**config.mk**
```make
export PLATFORM = sky130hd
export DESIGN_NAME = dma_interrupt_register_block
export DESIGN_NICKNAME = d
export VERILOG_FILES = /design/src/rtl/core/dirb_pkg.sv /design/src/rtl/core/dirb_decode.sv /design/src/rtl/core/dma_interrupt_register_block.sv
export SDC_FILE = /design/constraint.sdc
export NUM_CORES = 2
export LEC_CHECK = 0
export ABC_AREA = 1
export CORE_ASPECT_RATIO = 1.2
export CORE_MARGIN = 4
export CORE_UTILIZATION = 40
export CTS_CLUSTER_SIZE = 40
export DETAILED_ROUTE_END_ITERATION = 16
export DONT_BUFFER_PORTS = 1
export PLACE_DENSITY = 0.57
export REMOVE_ABC_BUFFERS = 1
export SETUP_SLACK_MARGIN = 0.4
export SLEW_MARGIN = 20
export SYNTH_ARGS = -nofsm -noshare
export SYNTH_HDL_FRONTEND = slang
export SYNTH_HIERARCHICAL = 1
export SYNTH_SLANG_ARGS = --single-unit
```
**constraint.sdc**
```tcl
create_clock -name clk -period 5.7 [get_ports clk]
set_input_delay 0.285 -clock clk [delete_from_list [all_inputs] [get_ports clk]]
set_output_delay 0.285 -clock clk [all_outputs]
set_load 0.01 [all_outputs]
```
**src/rtl/core/dirb_pkg.sv**
```systemverilog
// Shared address map, access codes and decode record for the DMA/interrupt register block.
`timescale 1ns / 1ps

package dirb_pkg;

  // Access commands and sizes
  localparam logic       CMD_READ   = 1'b0;
  localparam logic       CMD_WRITE  = 1'b1;
  localparam logic [1:0] SIZE_BYTE  = 2'd0;
  localparam logic [1:0] SIZE_HALF  = 2'd1;
  localparam logic [1:0] SIZE_WORD  = 2'd2;

  // Address map
  localparam logic [31:0] ADDR_IGNORE = 32'hFFFE_0000;
  localparam logic [31:0] A_ISTAT     = 32'h1F80_1070;
  localparam logic [31:0] A_IMASK     = 32'h1F80_1074;
  localparam logic [31:0] A_ICTRL     = 32'h1F80_1078;
  localparam logic [31:0] A_DICR      = 32'h1F80_10F4;
  localparam logic [31:0] A_DPCR2     = 32'h1F80_1570;
  localparam logic [31:0] A_DICR2     = 32'h1F80_1574;
  localparam logic [31:0] A_DMACEN    = 32'h1F80_1578;
  localparam logic [31:0] A_DMACINTEN = 32'h1F80_157C;
  localparam logic [31:0] A_CH_LO     = 32'h1F80_1080;
  localparam logic [31:0] A_CH_LO_END = 32'h1F80_10F0;
  localparam logic [31:0] A_CH_HI     = 32'h1F80_1500;

  // Channel control register slot and its start bit
  localparam logic [1:0] CH_CTRL_SLOT  = 2'd2;
  localparam int         START_BIT_POS = 24;
  localparam logic [3:0] CH_DONE_A     = 4'd4;
  localparam logic [3:0] CH_DONE_B     = 4'd7;

  // Register kinds hit by an access
  localparam logic [3:0] KIND_NONE      = 4'd0;
  localparam logic [3:0] KIND_ISTAT     = 4'd1;
  localparam logic [3:0] KIND_IMASK     = 4'd2;
  localparam logic [3:0] KIND_ICTRL     = 4'd3;
  localparam logic [3:0] KIND_DICR      = 4'd4;
  localparam logic [3:0] KIND_DPCR2     = 4'd5;
  localparam logic [3:0] KIND_DICR2     = 4'd6;
  localparam logic [3:0] KIND_DMACEN    = 4'd7;
  localparam logic [3:0] KIND_DMACINTEN = 4'd8;
  localparam logic [3:0] KIND_CHAN      = 4'd9;

  // Decoded access
  typedef struct packed {
    logic [3:0] kind;
    logic       is_write;
    logic [1:0] size;
    logic [1:0] byte_lane;
    logic       ch_ctrl;
    logic       ch_done_a;
    logic       ch_done_b;
  } access_info_t;

endpackage

```
**src/rtl/core/dirb_decode.sv**
```systemverilog
// Address decode: named register or channel memory index for one bus access.
`timescale 1ns / 1ps

module dirb_decode #(
  parameter int CHANNEL_COUNT = 13
) (
  input  logic                                   command,
  input  logic [31:0]                            address,
  input  logic [1:0]                             access_size,
  output dirb_pkg::access_info_t                 info,
  output logic [$clog2(CHANNEL_COUNT*4)-1:0]     chan_idx
);

  localparam int          IDX_W     = $clog2(CHANNEL_COUNT * 4);
  localparam logic [31:0] CH_HI_END = dirb_pkg::A_CH_HI + 32'((CHANNEL_COUNT - 7) * 16);

  logic        ignore;
  logic        sub_read;
  logic [31:0] la;
  logic        in_lo;
  logic        in_hi;
  logic [3:0]  ch;
  logic        ch_ok;

  // Lookup address: upper bits dropped, sub-word reads aligned to the word
  assign ignore   = address >= dirb_pkg::ADDR_IGNORE;
  assign sub_read = (command == dirb_pkg::CMD_READ) && (access_size < dirb_pkg::SIZE_WORD);
  assign la       = {3'b000, address[28:2], sub_read ? 2'b00 : address[1:0]};

  // Channel windows
  assign in_lo = (la >= dirb_pkg::A_CH_LO) && (la < dirb_pkg::A_CH_LO_END);
  assign in_hi = (la >= dirb_pkg::A_CH_HI) && (la < CH_HI_END);
  assign ch    = in_lo ? (la[7:4] - 4'd8) : (la[7:4] + 4'd7);
  assign ch_ok = (in_lo || in_hi) && ({1'b0, ch} < 5'(CHANNEL_COUNT));

  assign chan_idx = IDX_W'({ch, la[3:2]});

  // Named registers take precedence over channel space
  always_comb begin
    info           = '0;
    info.is_write  = command;
    info.size      = access_size;
    info.byte_lane = address[1:0];
    info.ch_ctrl   = la[3:2] == dirb_pkg::CH_CTRL_SLOT;
    info.ch_done_a = ch == dirb_pkg::CH_DONE_A;
    info.ch_done_b = ch == dirb_pkg::CH_DONE_B;
    case (la)
      dirb_pkg::A_ISTAT:     info.kind = dirb_pkg::KIND_ISTAT;
      dirb_pkg::A_IMASK:     info.kind = dirb_pkg::KIND_IMASK;
      dirb_pkg::A_ICTRL:     info.kind = dirb_pkg::KIND_ICTRL;
      dirb_pkg::A_DICR:      info.kind = dirb_pkg::KIND_DICR;
      dirb_pkg::A_DPCR2:     info.kind = dirb_pkg::KIND_DPCR2;
      dirb_pkg::A_DICR2:     info.kind = dirb_pkg::KIND_DICR2;
      dirb_pkg::A_DMACEN:    info.kind = dirb_pkg::KIND_DMACEN;
      dirb_pkg::A_DMACINTEN: info.kind = dirb_pkg::KIND_DMACINTEN;
      default:               info.kind = ch_ok ? dirb_pkg::KIND_CHAN : dirb_pkg::KIND_NONE;
    endcase
    if (ignore) begin
      info.kind = dirb_pkg::KIND_NONE;
    end
  end

endmodule

```
**src/rtl/core/dma_interrupt_register_block.sv**
```systemverilog
// Top level: DMA and interrupt control register block with channel register memory.
`timescale 1ns / 1ps

// Each bus access is handled in an accept step and an execute step: in the accept cycle the address is decoded
// and the channel register memory is read (registered synchronous read); in the
// execute state the block reads, modifies and writes back the state and loads the
// result register. The block takes no new item until the execute state is done,
// and the execute state waits while a previous result is still
// held on the output. A new item can be accepted while a result waits. Channel
// registers live in a CHANNEL_COUNT*4-word memory with one valid bit per word,
// cleared at reset, so no clearing pass is needed. Writing the control word of
// channel 4 or 7 completes it at once; starting any other channel flags start_fault.
module dma_interrupt_register_block #(
  parameter int CHANNEL_COUNT = 13
) (
  input  logic        clk,
  input  logic        rst,
  input  logic        s_tvalid,
  output logic        s_tready,
  // [0] command, [32:1] address, [64:33] write_data, [66:65] access_size, [71:67] zero
  input  logic [71:0] s_tdata,
  output logic        m_tvalid,
  input  logic        m_tready,
  // [31:0] read_data, [32] decoded, [33] start_fault, [39:34] zero
  output logic [39:0] m_tdata
);

  localparam int DEPTH = CHANNEL_COUNT * 4;
  localparam int IDX_W = $clog2(DEPTH);

  localparam logic ST_IDLE = 1'b0;
  localparam logic ST_EXEC = 1'b1;

  logic state;
  logic accept;
  logic commit;

  // Decode of the incoming item
  dirb_pkg::access_info_t info_in;
  logic [IDX_W-1:0]       idx_in;

  dirb_decode #(
    .CHANNEL_COUNT(CHANNEL_COUNT)
  ) u_decode (
    .command     (s_tdata[0]),
    .address     (s_tdata[32:1]),
    .access_size (s_tdata[66:65]),
    .info        (info_in),
    .chan_idx    (idx_in)
  );

  // Item held for the execute cycle
  dirb_pkg::access_info_t info_q;
  logic [IDX_W-1:0]       idx_q;
  logic [31:0]            wdata_q;

  // Channel register memory
  logic [31:0]      chan_mem [DEPTH];
  logic [DEPTH-1:0] chan_valid;
  logic [31:0]      mem_q;
  logic             mem_valid_q;
  logic             mem_we;
  logic [31:0]      mem_wdata;

  // Named registers
  logic [31:0] irq_status, irq_status_next;
  logic [31:0] irq_mask, irq_mask_next;
  logic        irq_ctrl_bit, irq_ctrl_bit_next;
  logic [15:0] dicr_low_ctrl, dicr_low_ctrl_next;
  logic [6:0]  dicr_enables, dicr_enables_next;
  logic        dicr_master_enable, dicr_master_enable_next;
  logic [6:0]  dicr_flags, dicr_flags_next;
  logic        dicr_master_flag, dicr_master_flag_next;
  logic [15:0] dicr2_tag_bits, dicr2_tag_bits_next;
  logic [6:0]  dicr2_enables, dicr2_enables_next;
  logic [6:0]  dicr2_flags, dicr2_flags_next;
  logic [31:0] priority_word, priority_word_next;
  logic [31:0] dma_enable_word, dma_enable_word_next;
  logic [31:0] dma_int_enable_word, dma_int_enable_word_next;

  // Result
  logic [31:0] rd_word;
  logic [31:0] rd_result;
  logic        hit;
  logic        fault;
  logic [31:0] read_data_q;
  logic        decoded_q;
  logic        start_fault_q;

  assign s_tready = state == ST_IDLE;
  assign accept   = s_tvalid && s_tready;
  assign commit   = (state == ST_EXEC) && (!m_tvalid || m_tready);

  // Control state
  always_ff @(posedge clk) begin
    if (rst) begin
      state    <= ST_IDLE;
      m_tvalid <= 1'b0;
    end else begin
      if (accept) begin
        state <= ST_EXEC;
      end else if (commit) begin
        state <= ST_IDLE;
      end
      if (commit) begin
        m_tvalid <= 1'b1;
      end else if (m_tready) begin
        m_tvalid <= 1'b0;
      end
    end
  end

  // Capture of the accepted item
  always_ff @(posedge clk) begin
    if (accept) begin
      info_q  <= info_in;
      idx_q   <= idx_in;
      wdata_q <= s_tdata[64:33];
    end
  end

  // Memory read port, registered
  always_ff @(posedge clk) begin
    if (accept) begin
      mem_q       <= chan_mem[idx_in];
      mem_valid_q <= chan_valid[idx_in];
    end
  end

  // Memory write port
  always_ff @(posedge clk) begin
    if (commit && mem_we) begin
      chan_mem[idx_q] <= mem_wdata;
    end
  end

  always_ff @(posedge clk) begin
    if (rst) begin
      chan_valid <= '0;
    end else if (commit && mem_we) begin
      chan_valid[idx_q] <= 1'b1;
    end
  end

  // Read-modify-write of the state for the held item
  always_comb begin
    irq_status_next          = irq_status;
    irq_mask_next            = irq_mask;
    irq_ctrl_bit_next        = irq_ctrl_bit;
    dicr_low_ctrl_next       = dicr_low_ctrl;
    dicr_enables_next        = dicr_enables;
    dicr_master_enable_next  = dicr_master_enable;
    dicr_flags_next          = dicr_flags;
    dicr_master_flag_next    = dicr_master_flag;
    dicr2_tag_bits_next      = dicr2_tag_bits;
    dicr2_enables_next       = dicr2_enables;
    dicr2_flags_next         = dicr2_flags;
    priority_word_next       = priority_word;
    dma_enable_word_next     = dma_enable_word;
    dma_int_enable_word_next = dma_int_enable_word;
    rd_word                  = '0;
    fault                    = 1'b0;
    mem_we                   = 1'b0;
    mem_wdata                = wdata_q;
    hit                      = info_q.kind != dirb_pkg::KIND_NONE;

    if (info_q.is_write == dirb_pkg::CMD_WRITE) begin
      case (info_q.kind)
        dirb_pkg::KIND_ISTAT:     irq_status_next = irq_status & wdata_q;
        dirb_pkg::KIND_IMASK:     irq_mask_next = wdata_q;
        dirb_pkg::KIND_ICTRL:     irq_ctrl_bit_next = wdata_q[0];
        dirb_pkg::KIND_DICR: begin
          dicr_low_ctrl_next      = wdata_q[15:0];
          dicr_enables_next       = wdata_q[22:16];
          dicr_master_enable_next = wdata_q[23];
          dicr_flags_next         = dicr_flags & ~wdata_q[30:24];
          dicr_master_flag_next   = (dicr_flags_next != '0) || (dicr2_flags != '0);
        end
        dirb_pkg::KIND_DICR2: begin
          dicr2_tag_bits_next   = wdata_q[15:0];
          dicr2_enables_next    = wdata_q[22:16];
          dicr2_flags_next      = dicr2_flags & ~wdata_q[30:24];
          dicr_master_flag_next = (dicr_flags != '0) || (dicr2_flags_next != '0);
        end
        dirb_pkg::KIND_DPCR2:     priority_word_next = wdata_q;
        dirb_pkg::KIND_DMACEN:    dma_enable_word_next = wdata_q;
        dirb_pkg::KIND_DMACINTEN: dma_int_enable_word_next = wdata_q;
        dirb_pkg::KIND_CHAN: begin
          mem_we = 1'b1;
          if (info_q.ch_ctrl && info_q.ch_done_a) begin
            // channel 4 completes at once
            mem_wdata[dirb_pkg::START_BIT_POS] = 1'b0;
            if (dicr_master_enable && dicr_enables[4]) begin
              dicr_flags_next[4] = 1'b1;
            end
            dicr_master_flag_next = dicr_master_enable &&
                                    ((dicr_flags_next != '0) || (dicr2_flags != '0));
            if (dicr_master_flag_next) begin
              irq_status_next[3] = 1'b1;
            end
          end else if (info_q.ch_ctrl && info_q.ch_done_b) begin
            // channel 7 completes at once
            mem_wdata[dirb_pkg::START_BIT_POS] = 1'b0;
            if (dicr_master_enable && dicr2_enables[0]) begin
              dicr2_flags_next[0] = 1'b1;
            end
            dicr_master_flag_next = dicr_master_enable &&
                                    ((dicr_flags != '0) || (dicr2_flags_next != '0));
            if (dicr_master_flag_next) begin
              irq_status_next[3] = 1'b1;
            end
          end else if (info_q.ch_ctrl && wdata_q[dirb_pkg::START_BIT_POS]) begin
            fault = 1'b1;
          end
        end
        default: ;
      endcase
    end else begin
      case (info_q.kind)
        dirb_pkg::KIND_ISTAT:     rd_word = irq_status;
        dirb_pkg::KIND_IMASK:     rd_word = irq_mask;
        dirb_pkg::KIND_ICTRL: begin
          rd_word           = {31'd0, irq_ctrl_bit};
          irq_ctrl_bit_next = 1'b0;
        end
        dirb_pkg::KIND_DICR:
          rd_word = {dicr_master_flag, dicr_flags, dicr_master_enable, dicr_enables,
                     dicr_low_ctrl};
        dirb_pkg::KIND_DPCR2:     rd_word = priority_word;
        dirb_pkg::KIND_DICR2:     rd_word = {1'b0, dicr2_flags, 1'b0, dicr2_enables,
                                             dicr2_tag_bits};
        dirb_pkg::KIND_DMACEN:    rd_word = dma_enable_word;
        dirb_pkg::KIND_DMACINTEN: rd_word = dma_int_enable_word;
        dirb_pkg::KIND_CHAN:      rd_word = mem_valid_q ? mem_q : '0;
        default:                  rd_word = '0;
      endcase
    end
  end

  // Sub-word reads shift the aligned word right
  always_comb begin
    if (info_q.is_write == dirb_pkg::CMD_WRITE) begin
      rd_result = '0;
    end else begin
      case (info_q.size)
        dirb_pkg::SIZE_BYTE: rd_result = rd_word >> {info_q.byte_lane, 3'b000};
        dirb_pkg::SIZE_HALF: rd_result = rd_word >> {info_q.byte_lane[1], 4'b0000};
        default:             rd_result = rd_word;
      endcase
    end
  end

  // Register state update
  always_ff @(posedge clk) begin
    if (rst) begin
      irq_status          <= '0;
      irq_mask            <= '0;
      irq_ctrl_bit        <= 1'b0;
      dicr_low_ctrl       <= '0;
      dicr_enables        <= '0;
      dicr_master_enable  <= 1'b0;
      dicr_flags          <= '0;
      dicr_master_flag    <= 1'b0;
      dicr2_tag_bits      <= '0;
      dicr2_enables       <= '0;
      dicr2_flags         <= '0;
      priority_word       <= '0;
      dma_enable_word     <= '0;
      dma_int_enable_word <= '0;
    end else if (commit) begin
      irq_status          <= irq_status_next;
      irq_mask            <= irq_mask_next;
      irq_ctrl_bit        <= irq_ctrl_bit_next;
      dicr_low_ctrl       <= dicr_low_ctrl_next;
      dicr_enables        <= dicr_enables_next;
      dicr_master_enable  <= dicr_master_enable_next;
      dicr_flags          <= dicr_flags_next;
      dicr_master_flag    <= dicr_master_flag_next;
      dicr2_tag_bits      <= dicr2_tag_bits_next;
      dicr2_enables       <= dicr2_enables_next;
      dicr2_flags         <= dicr2_flags_next;
      priority_word       <= priority_word_next;
      dma_enable_word     <= dma_enable_word_next;
      dma_int_enable_word <= dma_int_enable_word_next;
    end
  end

  // Output register
  always_ff @(posedge clk) begin
    if (commit) begin
      read_data_q   <= rd_result;
      decoded_q     <= hit;
      start_fault_q <= fault;
    end
  end

  assign m_tdata = {6'd0, start_fault_q, decoded_q, read_data_q};

  // Checks
  a_accept_to_exec: assert property (@(posedge clk) disable iff (rst)
    accept |=> state == ST_EXEC)
    else $error("accepted item did not enter execute");

  a_fault_decoded: assert property (@(posedge clk) disable iff (rst)
    m_tvalid |-> (!start_fault_q || decoded_q))
    else $error("start fault on an unmapped access");

  a_unmapped_zero: assert property (@(posedge clk) disable iff (rst)
    (m_tvalid && !decoded_q) |-> read_data_q == '0)
    else $error("unmapped access returned data");

  a_mflag_source: assert property (@(posedge clk) disable iff (rst)
    dicr_master_flag |-> ((dicr_flags != '0) || (dicr2_flags != '0)))
    else $error("master flag set with no channel flag");

endmodule

```
# Word-level counts from Yosys, hierarchy flattened
# Memories as Yosys holds them, arrays and structs flattened. A register that Yosys moved wholly into a read port is not among the register bits.
# Index checks and enable logic that the tools add are counted.
word_totals:
  word_cells: 183
  out_inout_bits: 42
  mem_count: 1
  register_bits: 362
  ram_bits: 1664
  inputBits: 76
mem_list:
  columns: ["memory", "words", "width", "read_ports", "rd_ports_with_merged_regs", "wr", "line", "text"]
  rows:
  - ["chan_mem", 52, 32, 1, 1, 1, "dma_interrupt_register_block.sv:58", "logic [31:0] chan_mem [DEPTH];"]
classes:
  n_bitwise: 9
  n_addsub: 2
  reduce_logical: 49
  n_eq_ne: 27
  n_lt_le_gt_ge: 10
  shift: 2
  mux: 50
ops:
  columns: ["cell", "n"]
  rows:
  - ["32-bit one-hot mux with 9 select lines", 1]
  - ["29-bit == test (second input constant)", 8]
  - ["32-bit two-way mux", 2]
  - ["32-bit one-hot mux with 2 select lines", 1]
  - ["32-bit by 5-bit right shift with 32-bit output", 2]
  - ["29-bit >= comparator (second input constant)", 2]
  - ["29-bit less-than comparator (second input constant)", 2]
  - ["52-bit bitwise OR", 1]
  - ["7-bit nonzero test", 6]
  - ["1-bit two-way mux", 36]
  - ["32-bit AND", 1]
  - ["32-bit >= comparator (second input constant)", 1]
  - ["4-bit one-hot mux with 8 select lines", 1]
  - ["4-bit by 3-bit == test with 1-bit output (second input constant)", 6]
  - ["3-bit AND reduction", 7]
  - ["1-bit logical AND", 15]
  - ["7-bit AND", 2]
  - ["6-bit by 7-bit less-than comparator with 1-bit output (second input constant)", 2]
  - ["2-bit nonzero test", 5]
  - ["3-bit inequality test (second input constant)", 3]
  - ["4-bit by 2-bit == test with 1-bit output (second input constant)", 2]
  - ["4-bit == test (second input constant)", 2]
  - ["4-bit two-way mux", 2]
  - ["4-bit AND reduction", 2]
  - ["other kinds (25)", 37]

# Depth between registers and ports, before layout
depth:
  word_depth: 13
  ltp_mapped: 21
  mapped_depth_nobuf: 20

# Cells and area by module
# Netlist, hierarchy kept.
modules_own_cells:
  columns: ["module", "instances", "cells_each", "area_each_um2", "seq_area_each_um2"]
  rows:
  - ["dma_interrupt_register_block", 1, 7008, 81730.9, 59026.6]
  - ["dirb_decode", 1, 149, 770.7, 0.0]

# Least setup slack after synthesis
# No wires, ideal clock.
synth_timing:
  path_type: "input port to flip-flop"
  start: "input s_tvalid"
  end: "register idx_q[0], enable pin"
  t_arrival_ps: 3824
  slack_ps: 1349
  setup_time_ps: 527
  path_stages: 2
  required_ps: 5173
  n_path_buf: 0
  cell_sequence: "inv_1 -> nor2_1"
synth_between:
  elab_chain_len: 1
synth_lines:
  columns: ["item", "line", "text"]
  rows:
  - ["from (decl)", "dma_interrupt_register_block.sv:18", "input logic s_tvalid,"]
  - ["1-bit logical AND", "dma_interrupt_register_block.sv:91", "assign accept = s_tvalid && s_tready;"]
  - ["net accept", "dma_interrupt_register_block.sv:35", "logic accept;"]
  - ["to (signal assigned)", "dma_interrupt_register_block.sv:117", "idx_q <= idx_in;"]
  - ["to (decl)", "dma_interrupt_register_block.sv:54", "logic [IDX_W-1:0] idx_q;"]
# The timed path passes the listed nets, and every way through them passes these cells.
# A chain may end at the register's enable or synchronous reset.

# Final worst setup path
layout_timing:
  start: "input s_tdata[3]"
  end: "register info_q[8] (netlist name) (data pin)"
layout_between:
  elab_chain_len: 7
  word_cells_on_any_way: 21
  classes_between: "order compare: 6; eq/ne: 8; mux: 3; reduce/logical: 4"
layout_lines:
  columns: ["item", "line", "text"]
  rows:
  - ["from (decl)", "dma_interrupt_register_block.sv:21", "input logic [71:0] s_tdata,"]
  - ["29-bit >= comparator or 29-bit less-than comparator (tied branches)", "dirb_decode.sv:31", "assign in_lo = (la >= dirb_pkg::A_CH_LO) && (la < dirb_pkg::A_CH_LO_END);"]
  - ["1-bit logical AND", "dirb_decode.sv:31", null]
  - ["4-bit two-way mux", "dirb_decode.sv:33", "assign ch = in_lo ? (la[7:4] - 4'd8) : (la[7:4] + 4'd7);"]
  - ["4-bit less-than comparator", "dirb_decode.sv:34", "assign ch_ok = (in_lo || in_hi) && ({1'b0, ch} < 5'(CHANNEL_COUNT));"]
  - ["1-bit logical AND", "dirb_decode.sv:34", null]
  - ["4-bit two-way mux", "dirb_decode.sv:56", "default: info.kind = ch_ok ? dirb_pkg::KIND_CHAN : dirb_pkg::KIND_NONE;"]
  - ["4-bit one-hot mux with 8 select lines", "dirb_decode.sv:47", "case (la)"]
  - ["to (signal assigned)", "dma_interrupt_register_block.sv:116", "info_q <= info_in;"]
  - ["to (decl)", "dma_interrupt_register_block.sv:53", "dirb_pkg::access_info_t info_q;"]
# Several ways; a longest one is shown, not always the timed one.

==> results.sh <==
export IMPL_nNetsFinal=7187
export IMPL_die_w_um=423
export IMPL_layout_min_cycle_time_ns=3.96
export IMPL_io_pins=118
export IMPL_synth_top_area_share_pct=64.8
export IMPL_clk_latency_ns=0.85
export IMPL_cp_max_fo=289
export IMPL_hp_class="primary input to register"
export IMPL_power_density_nw_per_um2=339
export IMPL_rsz0062_at_grt="no"
export IMPL_hold_violations=0
export IMPL_grt_pass1_vias=53200
export IMPL_clockRootBuffer="clkbuf_16"
export IMPL_finalPower_w=0.0314
export IMPL_finalSetupViolCount=0
export IMPL_min_period_over_period_pct=69.5
export IMPL_drc_errors=0
export IMPL_portBuffers=0
export IMPL_grt_pass1_wl_um=349000
export IMPL_ant_nets=0
export IMPL_synth_ff_type="edfxtp_1"
export IMPL_drt_first_pass_iters=8
export IMPL_cp_slowest_cell="buf_16"
export IMPL_numCtsBuffers=199
export IMPL_post_cts_resized=0
export IMPL_grt_antenna_before_repair=2
export IMPL_cp_arrival_ns=4.55
export IMPL_cts_hold_fix_buffers=68
export IMPL_end_kind="register"
export IMPL_wl_met3_um=13700
export IMPL_synth_seq_area_share_pct=71.5
export IMPL_worst_slew_pin_slew_ns=1.72
export IMPL_hpwl_um=128000
export IMPL_die_area_um2=214000
export IMPL_vias=55800
export IMPL_highest_layer="met4"
export IMPL_synth_area_leaders="edfxtp_1, dfxtp_1, nor2_1"
export IMPL_synth_edf_count=1781
export IMPL_max_freq_mhz=252
export IMPL_netlist_top_cells_count="edfxtp_1, nor2_1, o21ai_0"
export IMPL_clockBufferDepth=3
export IMPL_finalClockSkew_ns=0.0571
export IMPL_path_cells="buf_16 > buf_16 > buf_16 > nand3_1 > nor2_1 > nand3_1 > dlygate4sd3_1 > nand2_1 > o21ai_0 > nand2_1 > a21oi_1 > dlygate4sd3_1"
export IMPL_cts_htree_levels=4
export IMPL_wl_um=236000
export IMPL_synthArstFlopShare_pct=0
export IMPL_worstPathRequired_ns=6.29
export IMPL_whs_ns=0.0722
export IMPL_drive_gt1_share_pct=8.18
export IMPL_leakage_nw=31.0
export IMPL_cts_sinks=2058
export IMPL_startpoint_type="primary input"
export IMPL_yosys_register_bits=2058
export IMPL_path_clk_slew_ns=0.06
export IMPL_cpMostUsedCell="buf_16"
export IMPL_path_class="primary input to register"
export IMPL_met2_length_um=118000
export IMPL_synth_top_cell_by_area="edfxtp_1"
export IMPL_place_area_um2=85600
export IMPL_place_inst=9500
export IMPL_maxSlewViolCount=163
export IMPL_synth_area_um2=82500
export IMPL_grt_overflow=0
export IMPL_cp_slowest_stage_delay_ns=0.57
export IMPL_synth_most_common_cell="edfxtp_1"
export IMPL_via_per_inst=5.62
export IMPL_post_cts_buffers=0
export IMPL_wl_met1_um=97200
export IMPL_place_gp_congestion=0.897
export IMPL_final_area_um2=92800
export IMPL_die_h_um=506
export IMPL_yosys_warnings=6
export IMPL_area_growth_pct=12.5
export IMPL_rows=182
export IMPL_synth_avg_cell_area_um2=11.5
export IMPL_violations="max-slew violations"
export IMPL_cts_tree="yes"
export IMPL_wl_per_cell_um=23.7
export IMPL_maxCapViolCount=0
export IMPL_slew_headroom_pct=-14.5
export IMPL_final_cell_count_no_fill=9942
export IMPL_synth_cells=7157
export IMPL_first_iter_violations=5717
export IMPL_max_vdd_ir_drop_v=0.000263
export IMPL_grt_use_total_pct=21.5
export IMPL_grt_max_degree=867
export IMPL_outcome="finished, violations left"
export IMPL_fin_util_pct=45.3
export IMPL_synth_cell_types=40
export IMPL_core_area_um2=205000
export IMPL_start_util_pct=40.3
==> kinds of logic (layout without fill, tap and decap cells) <==
kind of cell / count (synthesis) / in the layout / synth area share (%)
adder cells (fa/ha/maj): 3 / 3 / 0.0455
AO/OA/AOI/OAI: 1625 / 1625 / 11.0
buffers and inverters: 670 / 780 / 3.50
other: 1 / 8 / 0.00455
flip-flops: 2058 / 2058 / 71.5
AND/OR/NAND/NOR: 2800 / 2800 / 13.9
==> critical path: cells and delay by family <==
| kind | cells | cell delay, ns |
|---|---|---|
| AOI/OAI and AO/OA | 2 | 0.15 |
| buffers and inverters | 5 | 2.74 |
| and+or+nand+nor | 5 | 0.59 |
==> routing by layer <==
metal  track usage (%)  vias up
met2              37.1     1972
met3              2.58      415
li1                  -    25500
met1              28.1    28000
met5                 0        -
met4              7.07        0
==> report_power, final <==
group | internal [W] | total, W | switching [W]
sequential | 0.0165 | 0.0166 | 0.0000762
clock | 0.00726 | 0.0130 | 0.00569
combinational | 0.000457 | 0.00193 | 0.00147
total | 0.0242 | 0.0314 | 0.00724
==> worst paths after layout <==
| path | startpoint | to | slack (ns) | depth (start not counted) |
|---|---|---|---|---|
| worst max-delay path | s_tdata[3] | info_q[8]$_DFFE_PP_ | 1.74 | 12 |
| worst min-delay path | s_tdata[62] | wdata_q[29]$_DFFE_PP_ | 0.07 | 1 |
| worst max register to register | info_q[10]$_DFFE_PP_ | irq_status[30]$_SDFFE_PP0P_ | 1.79 | 7 |
| worst min register to register | dma_int_enable_word[12]$_SDFFE_PP0P_ | dma_int_enable_word[12]$_SDFFE_PP0P_ | 0.45 | 2 |
==> cell type report <==
class                   instances  area [um2]
diodes                          2        5.00
clock buffers                 256        5380
clock inverters               109         987
fillers                     18400      112000
inverters                     182         709
multi-input cells            4434       21100
flip-flops and latches       2058       59000
well taps                    2668        3340
repair buffers                233        2300
==> flip-flops by register name, indices dropped and copies added, names as in the netlist, 6 cells and up <==
signal               cells
dicr_flags               7
info_q                  12
dma_int_enable_word     32
irq_status              32
chan_valid              52
wdata_q                 32
mem_q                   32
dicr2_flags              7
dicr2_enables            7
dicr_enables             7
priority_word           32
idx_q                    6
irq_mask                32
read_data_q             32
dma_enable_word         32
dicr_low_ctrl           16
dicr2_tag_bits          16
chan_mem              1664
==> cells in the final DEF, fill, tap and decap left out, drive strengths merged <==
| cell | count |
|---|---|
| nand3 | 466 |
| diode | 2 |
| nor3 | 14 |
| and2 | 8 |
| clkinvlp | 3 |
| o21a | 1 |
| or2 | 14 |
| nand3b | 12 |
| edfxtp | 1781 |
| buf | 166 |
| o22ai | 159 |
| a211oi | 13 |
| dlygate4sd3 | 67 |
| and3 | 1 |
| o311a | 1 |
| clkinv | 88 |
| dfxtp | 277 |
| o221ai | 64 |
| bufinv | 13 |
| nand4 | 47 |
| nor3b | 1 |
| nor4 | 1 |
| inv | 187 |
| nand2 | 780 |
| conb | 6 |
| nor2 | 1456 |
| a21oi | 162 |
| a31oi | 12 |
| o31ai | 1 |
| o211ai | 170 |
| clkbuf | 256 |
| o21ai | 1042 |
| ha | 3 |
==> metrics by stage <==
step / setup TNS, ns / setup slack, ns
6_report: 0 / 1.74
5_1_grt: 0 / 1.61
4_1_cts: 0 / 1.82
3_5_place_dp: 0 / 1.87
3_3_place_gp: 0 / 1.91
2_1_floorplan: -66.83 / -2.09
Power figures use the tool's default switching activity.
